`src/rtl/core/wav_header_parser_defines.svh`:
```
// Assertion macros shared by the wav_header_parser RTL.
// Define ASSERT_OFF to compile the checks out; no other dependencies.
`ifndef WAV_HEADER_PARSER_DEFINES_SVH
`define WAV_HEADER_PARSER_DEFINES_SVH
`ifndef ASSERT_OFF
// Clocked check, masked while reset is asserted
`define WAVHP_ASSERT(lbl, clk, rst_n, prop, msg) \
    lbl: assert property (@(posedge clk) disable iff (!rst_n) prop) else $error(msg);
// Clocked check that also holds during reset
`define WAVHP_ASSERT_ALWAYS(lbl, clk, prop, msg) \
    lbl: assert property (@(posedge clk) prop) else $error(msg);
`else
`define WAVHP_ASSERT(lbl, clk, rst_n, prop, msg)
`define WAVHP_ASSERT_ALWAYS(lbl, clk, prop, msg)
`endif
`endif

```
`src/rtl/core/wavhp_pkg.sv`:
```
// Shared types, status codes and chunk identifiers for wav_header_parser.
// No dependencies.
`default_nettype none

package wavhp_pkg;

    // Result status codes
    localparam logic [2:0] ST_OK         = 3'd0;
    localparam logic [2:0] ST_NO_RIFF    = 3'd1;
    localparam logic [2:0] ST_NO_WAVE    = 3'd2;
    localparam logic [2:0] ST_NO_FMT     = 3'd3;
    localparam logic [2:0] ST_NOT_PCM    = 3'd4;
    localparam logic [2:0] ST_TRUNC      = 3'd5;
    localparam logic [2:0] ST_NO_DATA    = 3'd6;
    localparam logic [2:0] ST_ZERO_FRAME = 3'd7;

    // Chunk identifiers, first file byte in the top byte
    localparam logic [31:0] ID_RIFF = 32'h5249_4646;
    localparam logic [31:0] ID_WAVE = 32'h5741_5645;
    localparam logic [31:0] ID_FMT  = 32'h666D_7420;
    localparam logic [31:0] ID_DATA = 32'h6461_7461;

    // Standard fmt chunk length
    localparam logic [31:0] FMT_STD_LEN = 32'd16;

    // Parser phase, one-hot
    typedef enum logic [13:0] {
        PH_RIFF      = 14'b00000000000001,
        PH_RIFFSIZE  = 14'b00000000000010,
        PH_WAVE      = 14'b00000000000100,
        PH_FMT       = 14'b00000000001000,
        PH_FMTSIZE   = 14'b00000000010000,
        PH_FORMAT    = 14'b00000000100000,
        PH_CHANS     = 14'b00000001000000,
        PH_RATE      = 14'b00000010000000,
        PH_BYTERATE  = 14'b00000100000000,
        PH_ALIGN     = 14'b00001000000000,
        PH_BITS      = 14'b00010000000000,
        PH_SKIP      = 14'b00100000000000,
        PH_CHUNKID   = 14'b01000000000000,
        PH_CHUNKSIZE = 14'b10000000000000
    } phase_t;

    // One pending result, handed from the front end to the back end
    typedef struct packed {
        logic [2:0]  status;
        logic        divide;    // ok result: frame count still to compute
        logic [15:0] channels;
        logic [31:0] rate;
        logic [15:0] bits;
        logic [31:0] size;      // data chunk size
        logic [31:0] offset;    // first audio byte
    } job_t;

    // Queue handshake between front end and back end
    typedef struct packed {
        logic push;
        logic full;
        logic pop;
        logic empty;
    } q_ctl_t;

    // Expected identifier byte k of the chunk id for this phase
    function automatic logic [7:0] id_byte(input phase_t ph, input logic [1:0] k);
        logic [31:0] w;
        case (ph)
            PH_RIFF: w = ID_RIFF;
            PH_WAVE: w = ID_WAVE;
            PH_FMT:  w = ID_FMT;
            default: w = ID_DATA;
        endcase
        return w[{~k, 3'b000} +: 8];
    endfunction

endpackage

`default_nettype wire

```
`src/rtl/core/wavhp_queue.sv`:
```
// Two-entry result queue between the wav_header_parser front and back ends.
// Depends on wavhp_pkg and wav_header_parser_defines.svh.
`default_nettype none
`include "wav_header_parser_defines.svh"

module wavhp_queue (
    input  wire logic          clk,
    input  wire logic          rst_n,
    input  wire logic          push,
    input  wire wavhp_pkg::job_t push_job,
    input  wire logic          pop,
    output wavhp_pkg::job_t    pop_job,
    output logic               full,
    output logic               empty
);

    wavhp_pkg::job_t mem_reg [2];
    logic       wr_ptr_reg, wr_ptr_next;
    logic       rd_ptr_reg, rd_ptr_next;
    logic [1:0] count_reg, count_next;

    assign full    = (count_reg == 2'd2);
    assign empty   = (count_reg == 2'd0);
    assign pop_job = mem_reg[rd_ptr_reg];

    // Pointer and fill bookkeeping
    always_comb
    begin
        wr_ptr_next = wr_ptr_reg ^ push;
        rd_ptr_next = rd_ptr_reg ^ pop;
        count_next  = count_reg + {1'b0, push} - {1'b0, pop};
    end

    always_ff @(posedge clk or negedge rst_n)
    begin
        if (!rst_n)
        begin
            wr_ptr_reg <= 1'b0;
            rd_ptr_reg <= 1'b0;
            count_reg  <= 2'd0;
        end
        else
        begin
            wr_ptr_reg <= wr_ptr_next;
            rd_ptr_reg <= rd_ptr_next;
            count_reg  <= count_next;
        end
    end

    // Entry storage, no reset
    always_ff @(posedge clk)
    begin
        if (push)
        begin
            mem_reg[wr_ptr_reg] <= push_job;
        end
    end

    `WAVHP_ASSERT(a_q_count_range, clk, rst_n, count_reg <= 2'd2, "queue count out of range")
    `WAVHP_ASSERT(a_q_no_overflow, clk, rst_n, push |-> !full, "push into full queue")
    `WAVHP_ASSERT(a_q_no_underflow, clk, rst_n, pop |-> !empty, "pop from empty queue")

endmodule

`default_nettype wire

```
`src/rtl/core/wavhp_front.sv`:
```
// Byte-level header parser: walks the RIFF/WAVE header and queues one result.
// Depends on wavhp_pkg.
`default_nettype none

module wavhp_front (
    input  wire logic          clk,
    input  wire logic          rst_n,
    input  wire logic          byte_take,   // input word accepted this cycle
    input  wire logic [7:0]    in_byte,
    input  wire logic          first_byte,
    input  wire logic          last_byte,
    output logic               push,
    output wavhp_pkg::job_t    job
);

    wavhp_pkg::phase_t phase_reg, phase_next, cur_phase;
    logic [1:0]  k_reg, k_next, cur_k;
    logic [31:0] field_reg, field_next, cur_field;
    logic [31:0] fmt_len_reg, fmt_len_next, cur_fmt_len;
    logic [31:0] skip_reg, skip_next, cur_skip;
    logic [31:0] pos_reg, pos_next, cur_pos;
    logic [15:0] chans_reg, chans_next, cur_chans;
    logic [31:0] rate_reg, rate_next, cur_rate;
    logic [15:0] bits_reg, bits_next, cur_bits;
    logic        match_reg, match_next, cur_match;
    logic        done_reg, done_next, cur_done;

    logic        emit;
    logic [2:0]  emit_status;
    logic        emit_divide;
    logic [31:0] emit_size;
    logic [31:0] emit_offset;
    logic        match_new;
    logic [31:0] field_val;
    logic [31:0] skip_dec;
    logic [31:0] padded;
    logic        field_end;

    // Round an odd skip count up to cover the pad byte, saturating
    function automatic logic [31:0] pad_skip(input logic [31:0] n);
        if (n[0] && (n != 32'hFFFF_FFFF))
        begin
            return n + 32'd1;
        end
        return n;
    endfunction

    // A word flagged first_byte sees the reset state
    always_comb
    begin
        cur_phase   = first_byte ? wavhp_pkg::PH_RIFF : phase_reg;
        cur_k       = first_byte ? 2'd0  : k_reg;
        cur_field   = first_byte ? 32'd0 : field_reg;
        cur_fmt_len = first_byte ? 32'd0 : fmt_len_reg;
        cur_skip    = first_byte ? 32'd0 : skip_reg;
        cur_pos     = first_byte ? 32'd0 : pos_reg;
        cur_chans   = first_byte ? 16'd0 : chans_reg;
        cur_rate    = first_byte ? 32'd0 : rate_reg;
        cur_bits    = first_byte ? 16'd0 : bits_reg;
        cur_match   = first_byte ? 1'b0  : match_reg;
        cur_done    = first_byte ? 1'b0  : done_reg;
    end

    // Per-word parse step
    always_comb
    begin
        phase_next   = cur_phase;
        k_next       = cur_k;
        field_next   = cur_field;
        fmt_len_next = cur_fmt_len;
        skip_next    = cur_skip;
        pos_next     = cur_pos;
        chans_next   = cur_chans;
        rate_next    = cur_rate;
        bits_next    = cur_bits;
        match_next   = cur_match;
        done_next    = cur_done;
        emit         = 1'b0;
        emit_status  = wavhp_pkg::ST_OK;
        emit_divide  = 1'b0;
        emit_size    = 32'd0;
        emit_offset  = 32'd0;

        match_new = ((cur_k == 2'd0) || cur_match)
                    && (in_byte == wavhp_pkg::id_byte(cur_phase, cur_k));
        field_val = ((cur_k == 2'd0) ? 32'd0 : cur_field)
                    | ({24'd0, in_byte} << {cur_k, 3'b000});
        skip_dec  = cur_skip - {31'd0, (cur_skip != 32'd0)};
        padded    = pad_skip(field_val);
        field_end = (cur_phase inside {wavhp_pkg::PH_FORMAT, wavhp_pkg::PH_CHANS,
                                       wavhp_pkg::PH_ALIGN, wavhp_pkg::PH_BITS})
                    ? (cur_k == 2'd1) : (cur_k == 2'd3);

        if (!cur_done)
        begin
            pos_next = cur_pos + 32'd1;

            if (cur_phase inside {wavhp_pkg::PH_RIFF, wavhp_pkg::PH_WAVE,
                                  wavhp_pkg::PH_FMT, wavhp_pkg::PH_CHUNKID})
            begin
                // Identifier bytes, checked once all four are in
                match_next = match_new;
                if (cur_k != 2'd3)
                begin
                    k_next = cur_k + 2'd1;
                end
                else
                begin
                    k_next = 2'd0;
                    case (cur_phase)
                        wavhp_pkg::PH_RIFF:
                        begin
                            if (!match_new)
                            begin
                                emit        = 1'b1;
                                emit_status = wavhp_pkg::ST_NO_RIFF;
                            end
                            phase_next = wavhp_pkg::PH_RIFFSIZE;
                        end
                        wavhp_pkg::PH_WAVE:
                        begin
                            if (!match_new)
                            begin
                                emit        = 1'b1;
                                emit_status = wavhp_pkg::ST_NO_WAVE;
                            end
                            phase_next = wavhp_pkg::PH_FMT;
                        end
                        wavhp_pkg::PH_FMT:
                        begin
                            if (!match_new)
                            begin
                                emit        = 1'b1;
                                emit_status = wavhp_pkg::ST_NO_FMT;
                            end
                            phase_next = wavhp_pkg::PH_FMTSIZE;
                        end
                        default:
                        begin
                            phase_next = wavhp_pkg::PH_CHUNKSIZE;
                        end
                    endcase
                end
            end
            else if (cur_phase == wavhp_pkg::PH_SKIP)
            begin
                // Skipping chunk body
                skip_next = skip_dec;
                if (skip_dec == 32'd0)
                begin
                    phase_next = wavhp_pkg::PH_CHUNKID;
                end
            end
            else
            begin
                // Little-endian numeric fields
                field_next = field_val;
                if (!field_end)
                begin
                    k_next = cur_k + 2'd1;
                end
                else
                begin
                    k_next = 2'd0;
                    case (cur_phase)
                        wavhp_pkg::PH_RIFFSIZE:
                        begin
                            phase_next = wavhp_pkg::PH_WAVE;
                        end
                        wavhp_pkg::PH_FMTSIZE:
                        begin
                            fmt_len_next = field_val;
                            phase_next   = wavhp_pkg::PH_FORMAT;
                        end
                        wavhp_pkg::PH_FORMAT:
                        begin
                            if (field_val != 32'd1)
                            begin
                                emit        = 1'b1;
                                emit_status = wavhp_pkg::ST_NOT_PCM;
                            end
                            phase_next = wavhp_pkg::PH_CHANS;
                        end
                        wavhp_pkg::PH_CHANS:
                        begin
                            chans_next = field_val[15:0];
                            phase_next = wavhp_pkg::PH_RATE;
                        end
                        wavhp_pkg::PH_RATE:
                        begin
                            rate_next  = field_val;
                            phase_next = wavhp_pkg::PH_BYTERATE;
                        end
                        wavhp_pkg::PH_BYTERATE:
                        begin
                            phase_next = wavhp_pkg::PH_ALIGN;
                        end
                        wavhp_pkg::PH_ALIGN:
                        begin
                            phase_next = wavhp_pkg::PH_BITS;
                        end
                        wavhp_pkg::PH_BITS:
                        begin
                            bits_next = field_val[15:0];
                            if (cur_fmt_len > wavhp_pkg::FMT_STD_LEN)
                            begin
                                skip_next  = pad_skip(cur_fmt_len - wavhp_pkg::FMT_STD_LEN);
                                phase_next = wavhp_pkg::PH_SKIP;
                            end
                            else
                            begin
                                phase_next = wavhp_pkg::PH_CHUNKID;
                            end
                        end
                        wavhp_pkg::PH_CHUNKSIZE:
                        begin
                            if (cur_match)
                            begin
                                // data chunk found: frame count done downstream
                                emit        = 1'b1;
                                emit_status = wavhp_pkg::ST_OK;
                                emit_divide = 1'b1;
                                emit_size   = field_val;
                                emit_offset = cur_pos + 32'd1;
                            end
                            else
                            begin
                                skip_next  = padded;
                                phase_next = (padded == 32'd0) ? wavhp_pkg::PH_CHUNKID
                                                               : wavhp_pkg::PH_SKIP;
                            end
                        end
                        default:
                        begin
                            phase_next = cur_phase;
                        end
                    endcase
                end
            end

            // Stream ended before any result
            if (last_byte && !emit)
            begin
                emit        = 1'b1;
                emit_status = (phase_next inside {wavhp_pkg::PH_SKIP, wavhp_pkg::PH_CHUNKID})
                              ? wavhp_pkg::ST_NO_DATA : wavhp_pkg::ST_TRUNC;
            end

            if (emit)
            begin
                done_next = 1'b1;
            end
        end
    end

    // Result word for the queue
    always_comb
    begin
        job.status   = emit_status;
        job.divide   = emit_divide;
        job.channels = chans_next;
        job.rate     = rate_next;
        job.bits     = bits_next;
        job.size     = emit_size;
        job.offset   = emit_offset;
    end

    assign push = byte_take && emit;

    // Parser state
    always_ff @(posedge clk or negedge rst_n)
    begin
        if (!rst_n)
        begin
            phase_reg   <= wavhp_pkg::PH_RIFF;
            k_reg       <= 2'd0;
            field_reg   <= 32'd0;
            fmt_len_reg <= 32'd0;
            skip_reg    <= 32'd0;
            pos_reg     <= 32'd0;
            chans_reg   <= 16'd0;
            rate_reg    <= 32'd0;
            bits_reg    <= 16'd0;
            match_reg   <= 1'b0;
            done_reg    <= 1'b0;
        end
        else if (byte_take)
        begin
            phase_reg   <= phase_next;
            k_reg       <= k_next;
            field_reg   <= field_next;
            fmt_len_reg <= fmt_len_next;
            skip_reg    <= skip_next;
            pos_reg     <= pos_next;
            chans_reg   <= chans_next;
            rate_reg    <= rate_next;
            bits_reg    <= bits_next;
            match_reg   <= match_next;
            done_reg    <= done_next;
        end
    end

endmodule

`default_nettype wire

```
`src/rtl/core/wavhp_back.sv`:
```
// Result stage: computes the frame count with a bit-serial divider and
// drives the output word. Depends on wavhp_pkg and wav_header_parser_defines.svh.
`default_nettype none
`include "wav_header_parser_defines.svh"

module wavhp_back (
    input  wire logic          clk,
    input  wire logic          rst_n,
    input  wire logic          q_empty,
    input  wire wavhp_pkg::job_t q_job,
    output logic               pop,
    output logic               out_valid,
    input  wire logic          out_ready,
    output logic [2:0]         status,
    output logic [15:0]        channel_count,
    output logic [31:0]        sample_rate,
    output logic [15:0]        sample_bits,
    output logic [31:0]        frame_count,
    output logic [31:0]        data_offset
);

    typedef enum logic [4:0] {
        BK_IDLE = 5'b00001,
        BK_MUL  = 5'b00010,
        BK_CHK  = 5'b00100,
        BK_DIV  = 5'b01000,
        BK_OUT  = 5'b10000
    } bk_state_t;

    bk_state_t       state_reg, state_next;
    logic [4:0]      cnt_reg, cnt_next;
    wavhp_pkg::job_t job_reg, job_next;
    logic [28:0]     frame_reg, frame_next;
    logic [28:0]     rem_reg, rem_next;
    logic [31:0]     quot_reg, quot_next;

    logic [28:0]     frame_prod;
    logic [29:0]     rem_sh;
    logic            rem_ge;

    assign pop       = (state_reg == BK_IDLE) && !q_empty;
    assign out_valid = (state_reg == BK_OUT);

    assign status        = job_reg.status;
    assign channel_count = job_reg.channels;
    assign sample_rate   = job_reg.rate;
    assign sample_bits   = job_reg.bits;
    assign frame_count   = quot_reg;
    assign data_offset   = job_reg.offset;

    // Frame size: channels times whole bytes per sample
    assign frame_prod = {13'd0, job_reg.channels} * {16'd0, job_reg.bits[15:3]};

    // One restoring divide step
    assign rem_sh = {rem_reg, quot_reg[31]};
    assign rem_ge = (rem_sh >= {1'b0, frame_reg});

    // Sequencer
    always_comb
    begin
        state_next = state_reg;
        cnt_next   = cnt_reg;
        job_next   = job_reg;
        frame_next = frame_reg;
        rem_next   = rem_reg;
        quot_next  = quot_reg;
        case (state_reg)
            BK_IDLE:
            begin
                if (!q_empty)
                begin
                    job_next = q_job;
                    if (q_job.divide)
                    begin
                        quot_next  = q_job.size;
                        state_next = BK_MUL;
                    end
                    else
                    begin
                        quot_next  = 32'd0;
                        state_next = BK_OUT;
                    end
                end
            end
            BK_MUL:
            begin
                frame_next = frame_prod;
                state_next = BK_CHK;
            end
            BK_CHK:
            begin
                if (frame_reg == 29'd0)
                begin
                    job_next.status = wavhp_pkg::ST_ZERO_FRAME;
                    job_next.offset = 32'd0;
                    quot_next       = 32'd0;
                    state_next      = BK_OUT;
                end
                else
                begin
                    rem_next   = 29'd0;
                    cnt_next   = 5'd0;
                    state_next = BK_DIV;
                end
            end
            BK_DIV:
            begin
                rem_next  = rem_ge ? 29'(rem_sh - {1'b0, frame_reg}) : rem_sh[28:0];
                quot_next = {quot_reg[30:0], rem_ge};
                cnt_next  = cnt_reg + 5'd1;
                if (cnt_reg == 5'd31)
                begin
                    state_next = BK_OUT;
                end
            end
            BK_OUT:
            begin
                if (out_ready)
                begin
                    state_next = BK_IDLE;
                end
            end
            default:
            begin
                state_next = BK_IDLE;
            end
        endcase
    end

    // Control state
    always_ff @(posedge clk or negedge rst_n)
    begin
        if (!rst_n)
        begin
            state_reg <= BK_IDLE;
            cnt_reg   <= 5'd0;
        end
        else
        begin
            state_reg <= state_next;
            cnt_reg   <= cnt_next;
        end
    end

    // Datapath, no reset
    always_ff @(posedge clk)
    begin
        job_reg   <= job_next;
        frame_reg <= frame_next;
        rem_reg   <= rem_next;
        quot_reg  <= quot_next;
    end

    `WAVHP_ASSERT(a_bk_div_nonzero, clk, rst_n, (state_reg == BK_DIV) |-> (frame_reg != 29'd0), "divide by zero frame")
    `WAVHP_ASSERT(a_bk_pop_leaves_idle, clk, rst_n, pop |=> (state_reg != BK_IDLE), "pop without starting work")
    `WAVHP_ASSERT(a_bk_rem_bound, clk, rst_n, (state_reg == BK_DIV) |-> (rem_reg < frame_reg), "remainder not below divisor")

endmodule

`default_nettype wire

```
`src/rtl/core/wav_header_parser.sv`:
```
// RIFF/WAVE PCM header parser.
// Input channel (in_valid/in_ready): one file word per cycle: in_byte, with
// first_byte flagging offset 0 of a new file (restarts the parse) and
// last_byte flagging the final word of the stream.
// Output channel (out_valid/out_ready): at most one result per file: status,
// channel_count, sample_rate, sample_bits, frame_count and data_offset.
// Words after a result are consumed and ignored until the next first_byte.
// Throughput: one input word per cycle. in_ready drops only while the
// two-entry result queue between parser and result stage is full.
// Result path: an error result passes through the result queue and then
// the result stage's registers; an ok result also passes the multiply,
// the zero check and the 32-step bit-serial divider for frame_count.
// Reset: parser returns to expecting "RIFF" at stream offset 0, queue and
// output are emptied. A stalled receiver holds the result steady; the
// parser keeps taking words until the queue fills.
// Depends on wavhp_pkg, wavhp_front, wavhp_queue and wavhp_back.
`default_nettype none

module wav_header_parser (
    input  wire logic        clk,
    input  wire logic        rst_n,
    input  wire logic        in_valid,
    output logic             in_ready,
    input  wire logic [7:0]  in_byte,
    input  wire logic        first_byte,
    input  wire logic        last_byte,
    output logic             out_valid,
    input  wire logic        out_ready,
    output logic [2:0]       status,
    output logic [15:0]      channel_count,
    output logic [31:0]      sample_rate,
    output logic [15:0]      sample_bits,
    output logic [31:0]      frame_count,
    output logic [31:0]      data_offset
);

    wavhp_pkg::q_ctl_t q_ctl;
    wavhp_pkg::job_t   push_job;
    wavhp_pkg::job_t   pop_job;

    assign in_ready = !q_ctl.full;

    // Front end: header parse
    wavhp_front u_front (
        .clk        (clk),
        .rst_n      (rst_n),
        .byte_take  (in_valid && in_ready),
        .in_byte    (in_byte),
        .first_byte (first_byte),
        .last_byte  (last_byte),
        .push       (q_ctl.push),
        .job        (push_job)
    );

    // Result queue
    wavhp_queue u_queue (
        .clk      (clk),
        .rst_n    (rst_n),
        .push     (q_ctl.push),
        .push_job (push_job),
        .pop      (q_ctl.pop),
        .pop_job  (pop_job),
        .full     (q_ctl.full),
        .empty    (q_ctl.empty)
    );

    // Back end: frame count and output word
    wavhp_back u_back (
        .clk           (clk),
        .rst_n         (rst_n),
        .q_empty       (q_ctl.empty),
        .q_job         (pop_job),
        .pop           (q_ctl.pop),
        .out_valid     (out_valid),
        .out_ready     (out_ready),
        .status        (status),
        .channel_count (channel_count),
        .sample_rate   (sample_rate),
        .sample_bits   (sample_bits),
        .frame_count   (frame_count),
        .data_offset   (data_offset)
    );

endmodule

`default_nettype wire
```
`config.mk`:
```
export PLATFORM = sky130hd
export DESIGN_NAME = wav_header_parser
export DESIGN_NICKNAME = d
export VERILOG_FILES = /design/src/rtl/core/wavhp_pkg.sv /design/src/rtl/core/wavhp_queue.sv /design/src/rtl/core/wavhp_front.sv /design/src/rtl/core/wavhp_back.sv /design/src/rtl/core/wav_header_parser.sv
export VERILOG_INCLUDE_DIRS = /design/src /design/src/rtl/core
export SDC_FILE = /design/constraint.sdc
export NUM_CORES = 2
export LEC_CHECK = 0
export CORE_UTILIZATION = 60
export CTS_BUF_LIST = sky130_fd_sc_hd__clkbuf_8
export DETAILED_ROUTE_END_ITERATION = 10
export DONT_BUFFER_PORTS = 1
export PLACE_DENSITY_LB_ADDON = 0.25
export SKIP_LAST_GASP = 1
export SLEW_MARGIN = 25
export SYNTH_ARGS = -nofsm -noshare
export SYNTH_HDL_FRONTEND = slang
export SYNTH_SLANG_ARGS = --single-unit
```
`constraint.sdc`:
```
create_clock -name clk -period 7.7 [get_ports clk]
set_input_delay 0 -clock clk [delete_from_list [all_inputs] [get_ports clk]]
set_output_delay 0 -clock clk [all_outputs]
set_load 0.02 [all_outputs]
```
; Word-level counts from Yosys, hierarchy flattened
; Memory sizes are Yosys's and may differ from the RTL's.
; Index checks and enable logic that the tools add are counted.
[classes]
eq_ne = 35
magnitude_cmp = 2
reduce_logical = 29
n_mul = 1
bitwise_logic = 5
n_mux = 142
n_shift = 2
add_sub_neg = 10
[op_table]
columns = op, count
row1 = $mux W32, 45
row2 = $mux W16, 12
row3 = $mux W132, 1
row4 = $pmux W32 S2, 2
row5 = $mux W14, 9
row6 = $pmux W14 S9, 1
row7 = $add A32 B1 Y32 const B, 3
row8 = $pmux W32 S3, 1
row9 = $pmux W30 S3, 1
row10 = $logic_not A32 Y1, 2
row11 = $ne A32 B32 Y1 const B, 2
row12 = $mux W29, 2
row13 = $pmux W29 S2, 1
row14 = $pmux W14 S3, 1
row15 = $mux W1, 35
row16 = $gt A32 B5 Y1 const B, 1
row17 = $ne A32 B1 Y1 const B, 1
row18 = $or A32 B32 Y32, 1
row19 = $reduce_bool A32 Y1, 1
row20 = $shiftx A32 B6 Y8, 1
row21 = $shl A8 B5 Y32, 1
row22 = $sub A32 B1 Y32, 1
row23 = $sub A32 B5 Y32 const B, 1
row24 = $ge A30 B29 Y1, 1
row25 = other kinds (53), 99
[word_totals]
elab_cells = 253
mem_bits_rw = 264
output_inout_bits = 133
n_memories = 1
input_bits = 14
regBits = 446
[mem_list]
columns = name, depth, word_bits, rd, rd_ports_with_merged_regs, write_ports, line
row1 = u_queue.mem_reg, 2, 132, 1, 0, 1, wavhp_queue.sv:17  ; wavhp_pkg::job_t mem_reg [2];

; Depth between registers and ports, before layout
[depth]
depth_word = 21
ltp_mapped = 28
mapped_depth_nobuf = 23

; Cells and area by module
; From an unflattened synthesis, not the netlist that was laid out.
[hier_totals]
cells_unflattened = 4270
hier_area_um2 = 43216.4
[modules_own_cells]
columns = module, cells_per_inst, seq_area_each_um2, instances, area_per_inst_um2
row1 = wavhp_front, 2355, 5256.3, 1, 17458.0
row2 = wavhp_back, 1486, 5926.9, 1, 15732.6
row3 = wavhp_queue, 427, 8027.7, 1, 10015.9
row4 = wav_header_parser, 2, 0.0, 1, 10.0

; Worst setup path after synthesis
; No wires, ideal clock.
[synth_timing]
kind = in2reg
from = in first_byte
to = mem u_queue.mem_reg[0][130] (netlist name), data pin
path_buffers = 14
arrival_time_ns = 6.398
t_required_ns = 7.458
setup_ns = 0.242
path_slack_ns = 1.060
path_stages = 28
cell_sequence = buf_2 > buf_2 > buf_2 > buf_2 > clkbuf_1 > clkbuf_1 > buf_2 > buf_1 > clkbuf_1 > clkbuf_1 > clkbuf_1 > clkbuf_1 > a21oi_1 > or3_1 > ha_1 > buf_2 > o21ai_1 > or3_1 > buf_1 > o31ai_1 > nand4b_1 > or4_1 > or4_1 > nand2_1 > nor3b_1 > nor3_1 > nand3_1 > a2111oi_0
[synth_lines]
columns = item, line
row1 = "start, declared", wav_header_parser.sv:25  ; input wire logic first_byte,
row2 = "end, declared", wavhp_queue.sv:17

; Final worst setup path
[layout_timing]
from = reg u_back.job_reg, in the netlist u_back.sample_bits[4]
to = reg u_back.frame_reg[28], data pin
[layout_between]
elab_chain_cells = 1
[layout_rtl]
columns = item, line
row1 = "start, declared", wavhp_back.sv:32  ; wavhp_pkg::job_t job_reg, job_next;
row2 = "start signal, assigned", wavhp_back.sv:148  ; job_reg <= job_next;
row3 = $mul A16 B13 Y29, wavhp_back.sv:52  ; assign frame_prod = {13'd0, job_reg.channels} * {16'd0, job_reg.bits[15:3]};
row4 = net u_back.frame_prod[28], wavhp_back.sv:37  ; logic [28:0] frame_prod;
row5 = "end signal, assigned", wavhp_back.sv:149  ; frame_reg <= frame_next;
row6 = "end, declared", wavhp_back.sv:33  ; logic [28:0] frame_reg, frame_next;
; The timed path passes the listed nets, and every way through them passes these cells.
; A chain may end at the register's enable or synchronous reset.

==> impl_metrics.yaml <==
die:
  ios: 147
  die-area_um2: 70570
  rows: 96
  die_height_um: 265.7
  start_util_pct: 60.70
  die_w_um: 265.7
  coreArea_um2: 68710
timing:
  skew_ps: 51.56
  final.period_utilization_pct: 87.83
  period_needed_ps: 6763
  tightest_slew_ps: 1205
  drv_slew: 0
  max_freq_mhz: 147.9
  setup_tns_ps: 0
  rsz0062_at_grt: "no"
  slew_headroom_pct: 19.34
  finalSetupViolCount: 0
  holdWs_ps: 60.03
  finalHoldViolCount: 0
logic_synthesis:
  syn_avg_cell_area_um2: 9.862
  yosysSeqAreaShare_pct: 46.06
  synth_top_area_cell: "edfxtp_1"
  synthXorXnorAreaFrac_pct: 3.150
  synth_cell_types: 100
  synth_nets: 4517
  synthCells: 4229
  ys_warn_count: 0
  synthSimpleGateAreaFrac_pct: 17.96
  ys_async_sr_fraction_pct: 33.09
  netlist_area_um2: 41710
  synth_compound_area_share_pct: 12.83
  synth_top_area_share_pct: 32.62
  synthFlopType: "edfxtp_1"
  yosys.area_share.adder_pct: 11.01
  synth-edff-count: 453
  muxShareOfSynthArea_pct: 4.464
  synth-seq-cells: 677
  synth_top_family_by_area: "simple AND/OR/NAND/NOR gates"
  ys_top_cells_by_area: "edfxtp_1 (33%), dfrtp_1 (13%), fa_1 (7.4%)"
routing:
  num_vias: 32797
  routed_wl_um: 116500
  drt_drc_violations_left: 0
  avgRoutedWirePerCell_um: 22.43
  antenna_left: 0
  drt_iter0_markers: 3742
  vias_per_cell: 6.314
  drt_first_pass_iters: 8
worst_setup_path:
  r2r_cells: 23
  reg2reg_from: "u_back.sample_bits[4]"
  worstPathRequired_ps: 8150
  arrival_ps: 7220
  worst_path_max_delay_cell: "edfxtp_1"
  worst_setup_path_start_kind: "flip-flop"
  max_stage_delay_ps: 920
  crit_path_frequent_cell: "inv_1"
  crit_fanout: 17
  critPathKind: "reg2reg"
  reg2reg_setup_slack_ps: 940
  worst_setup_path_end_kind: "flip-flop"
  r2r_end: "u_back.frame_reg[28]"
  crit_chain: "nand2_1, fa_1, inv_1, fa_1, inv_1, fa_1, inv_1, ha_1, inv_1, fa_1, inv_1, ha_1, a21o_1, a21oi_1, o21ai_0, a211oi_1, o31ai_1, a2111oi_0, o22ai_1, nor2_1, o21ai_0, a21oi_1, xnor2_1"
  startpoint: "u_back.sample_bits[4]"
clocking:
  numCtsBuffers: 106
  htree_levels: 3
  cts_buffer_depth: 3
  cts.sinks: 677
  clk_latency_ps: 760
  cts_root_buf: "clkbuf_8"
  cts_resized: 0
  cts_tree: "done"
  clk_pin_slew_ps: 70
cells_and_area:
  fill_cells: 5499
  num-nets-final: 4457
  largest_reg_flops: 264
  area_growth_pct: 7.707
  layout-drive-gt1-share_pct: 8.472
grt:
  grtUsageTotal_pct: 33.17
  grt_max_degree: 225
  antenna_found_initial: 4
  gr-total-overflow: 0
  grt_pass1_vias: 31673
  grt_pass1_wl_um: 180900
flow_run:
  drv_cap: 0
min_path:
  hp-start: "first_byte"
  worstHoldPathType: "in2reg"
  min_path_cells: 7
  holdPathEnd: "u_front.skip_reg[10]"
placement:
  portBuffers: 0
  finalWeightedCongestion: 1.027
  dp_hpwl_um: 78920
status:
  outcome: "finished, final reports clean"
metal layers:
| metal | vias up | track usage [%] | wire, µm |
|---|---|---|---|
| li1 | 14859 | - | - |
| met1 | 15966 | 44.81 | 46800 |
| met3 | 314 | 6.638 | 11100 |
| met4 | 2 | 14.85 | 4884 |
| met2 | 1656 | 52.06 | 53700 |
| met5 | - | 0 | 12 |
cell type report:
class	instances	area, µm²	share of cell area (%)
Inverter	231	869.6	1.936
Clock buffer	118	1624	3.615
Sequential cell	677	19210	42.77
Timing Repair Buffer	94	853.3	1.900
Antenna cell	2	5.005	0.01114
Tap cell	931	1165	2.593
Clock inverter	82	473.0	1.053
Multi-Input combinational cell	3059	20720	46.12
cells in the mapped netlist (all sizes together), types with 28 or more instances:
cell / count
a31oi: 28
mux2i: 105
inv: 229
dfrtp: 222
buf: 42
a21oi: 177
fa: 155
nand4: 29
clkbuf: 220
o21ai: 414
nand3: 163
edfxtp: 453
xnor2: 101
nor2b: 56
mux2: 72
and2: 103
xor2: 49
ha: 119
or3: 30
nor3: 101
nand2: 567
nor4: 46
nor2: 326
placed cells by master (no fill, tap or decap), types with 28 or more instances in the layout:
cell / synthesis / layout
buf_4: 0 / 69
inv_1: 229 / 269
ha_1: 119 / 117
fa_1: 155 / 155
or3_1: 30 / 29
nand4_1: 29 / 29
and2_1: 99 / 99
clkbuf_8: 0 / 118
nand3_1: 163 / 163
nor2_1: 324 / 323
nor3_1: 99 / 99
edfxtp_1: 453 / 453
nand2_1: 567 / 564
xor2_1: 49 / 49
o21ai_0: 396 / 389
xnor2_1: 101 / 101
a31oi_1: 28 / 28
nor4_1: 42 / 41
a21oi_1: 177 / 176
mux2i_1: 105 / 105
dfrtp_1: 222 / 221
nor2b_1: 56 / 55
mux2_2: 72 / 72
how the worst max path moves through the flow:
| stage | endpoint | slack [ps] | depth (start not counted) |
|---|---|---|---|
| global route | u_back.frame_reg[28] | 420 | 23 |
| floorplan | u_queue.mem_reg[0][130] | 1060 | 28 |
| global placement | u_back.frame_reg[28] | 1110 | 23 |
| finish | u_back.frame_reg[28] | 940 | 23 |
| CTS | u_back.frame_reg[28] | 920 | 21 |
| detailed placement | u_back.frame_reg[28] | 1020 | 21 |
repair_timing:
| item | 4_1_cts | 5_1_grt |
|---|---|---|
| hold buffers | 19 | 1 |
| endpoints found under the hold margin | 605 | 94 |
| setup buffers | 0 | 0 |
worst max-delay path, delay by kind of cell, from the launching register on:
kind                       cells  cell delay [ps]
DFF                            1              920
adders and majority gates      6             2590
xor gates and xnor gates       1               90
AOI/OAI and AO/OA              9             2250
buffers and inverters          5              220
and+or+nand+nor                2              370
stage by stage:
step / instances / utilization, % / setup WS (ps) / area (µm²)
finish: 5194 / 65.38 / 937.3 / 44920
global route: 5193 / 65.38 / 418.5 / 44920
CTS: 5189 / 65.27 / 921.8 / 44840
detailed placement: 4970 / 61.89 / 1018 / 42520
global placement: 4969 / 61.87 / 1115 / 42510
floorplan: 4229 / - / 1060 / 41710
cells by family (layout without fill, tap and decap cells):
logic type | after synthesis | in the layout
flops | 677 | 677
other cells | 0 | 2
simple gates | 1569 | 1569
mux | 177 | 177
fa+ha+maj | 274 | 274
buf+inv | 493 | 525
xor+xnor | 150 | 150
compound gates | 889 | 889
Power is not shown: default switching activity piles up to over one toggle a cycle in this logic, so the estimate is an artifact.
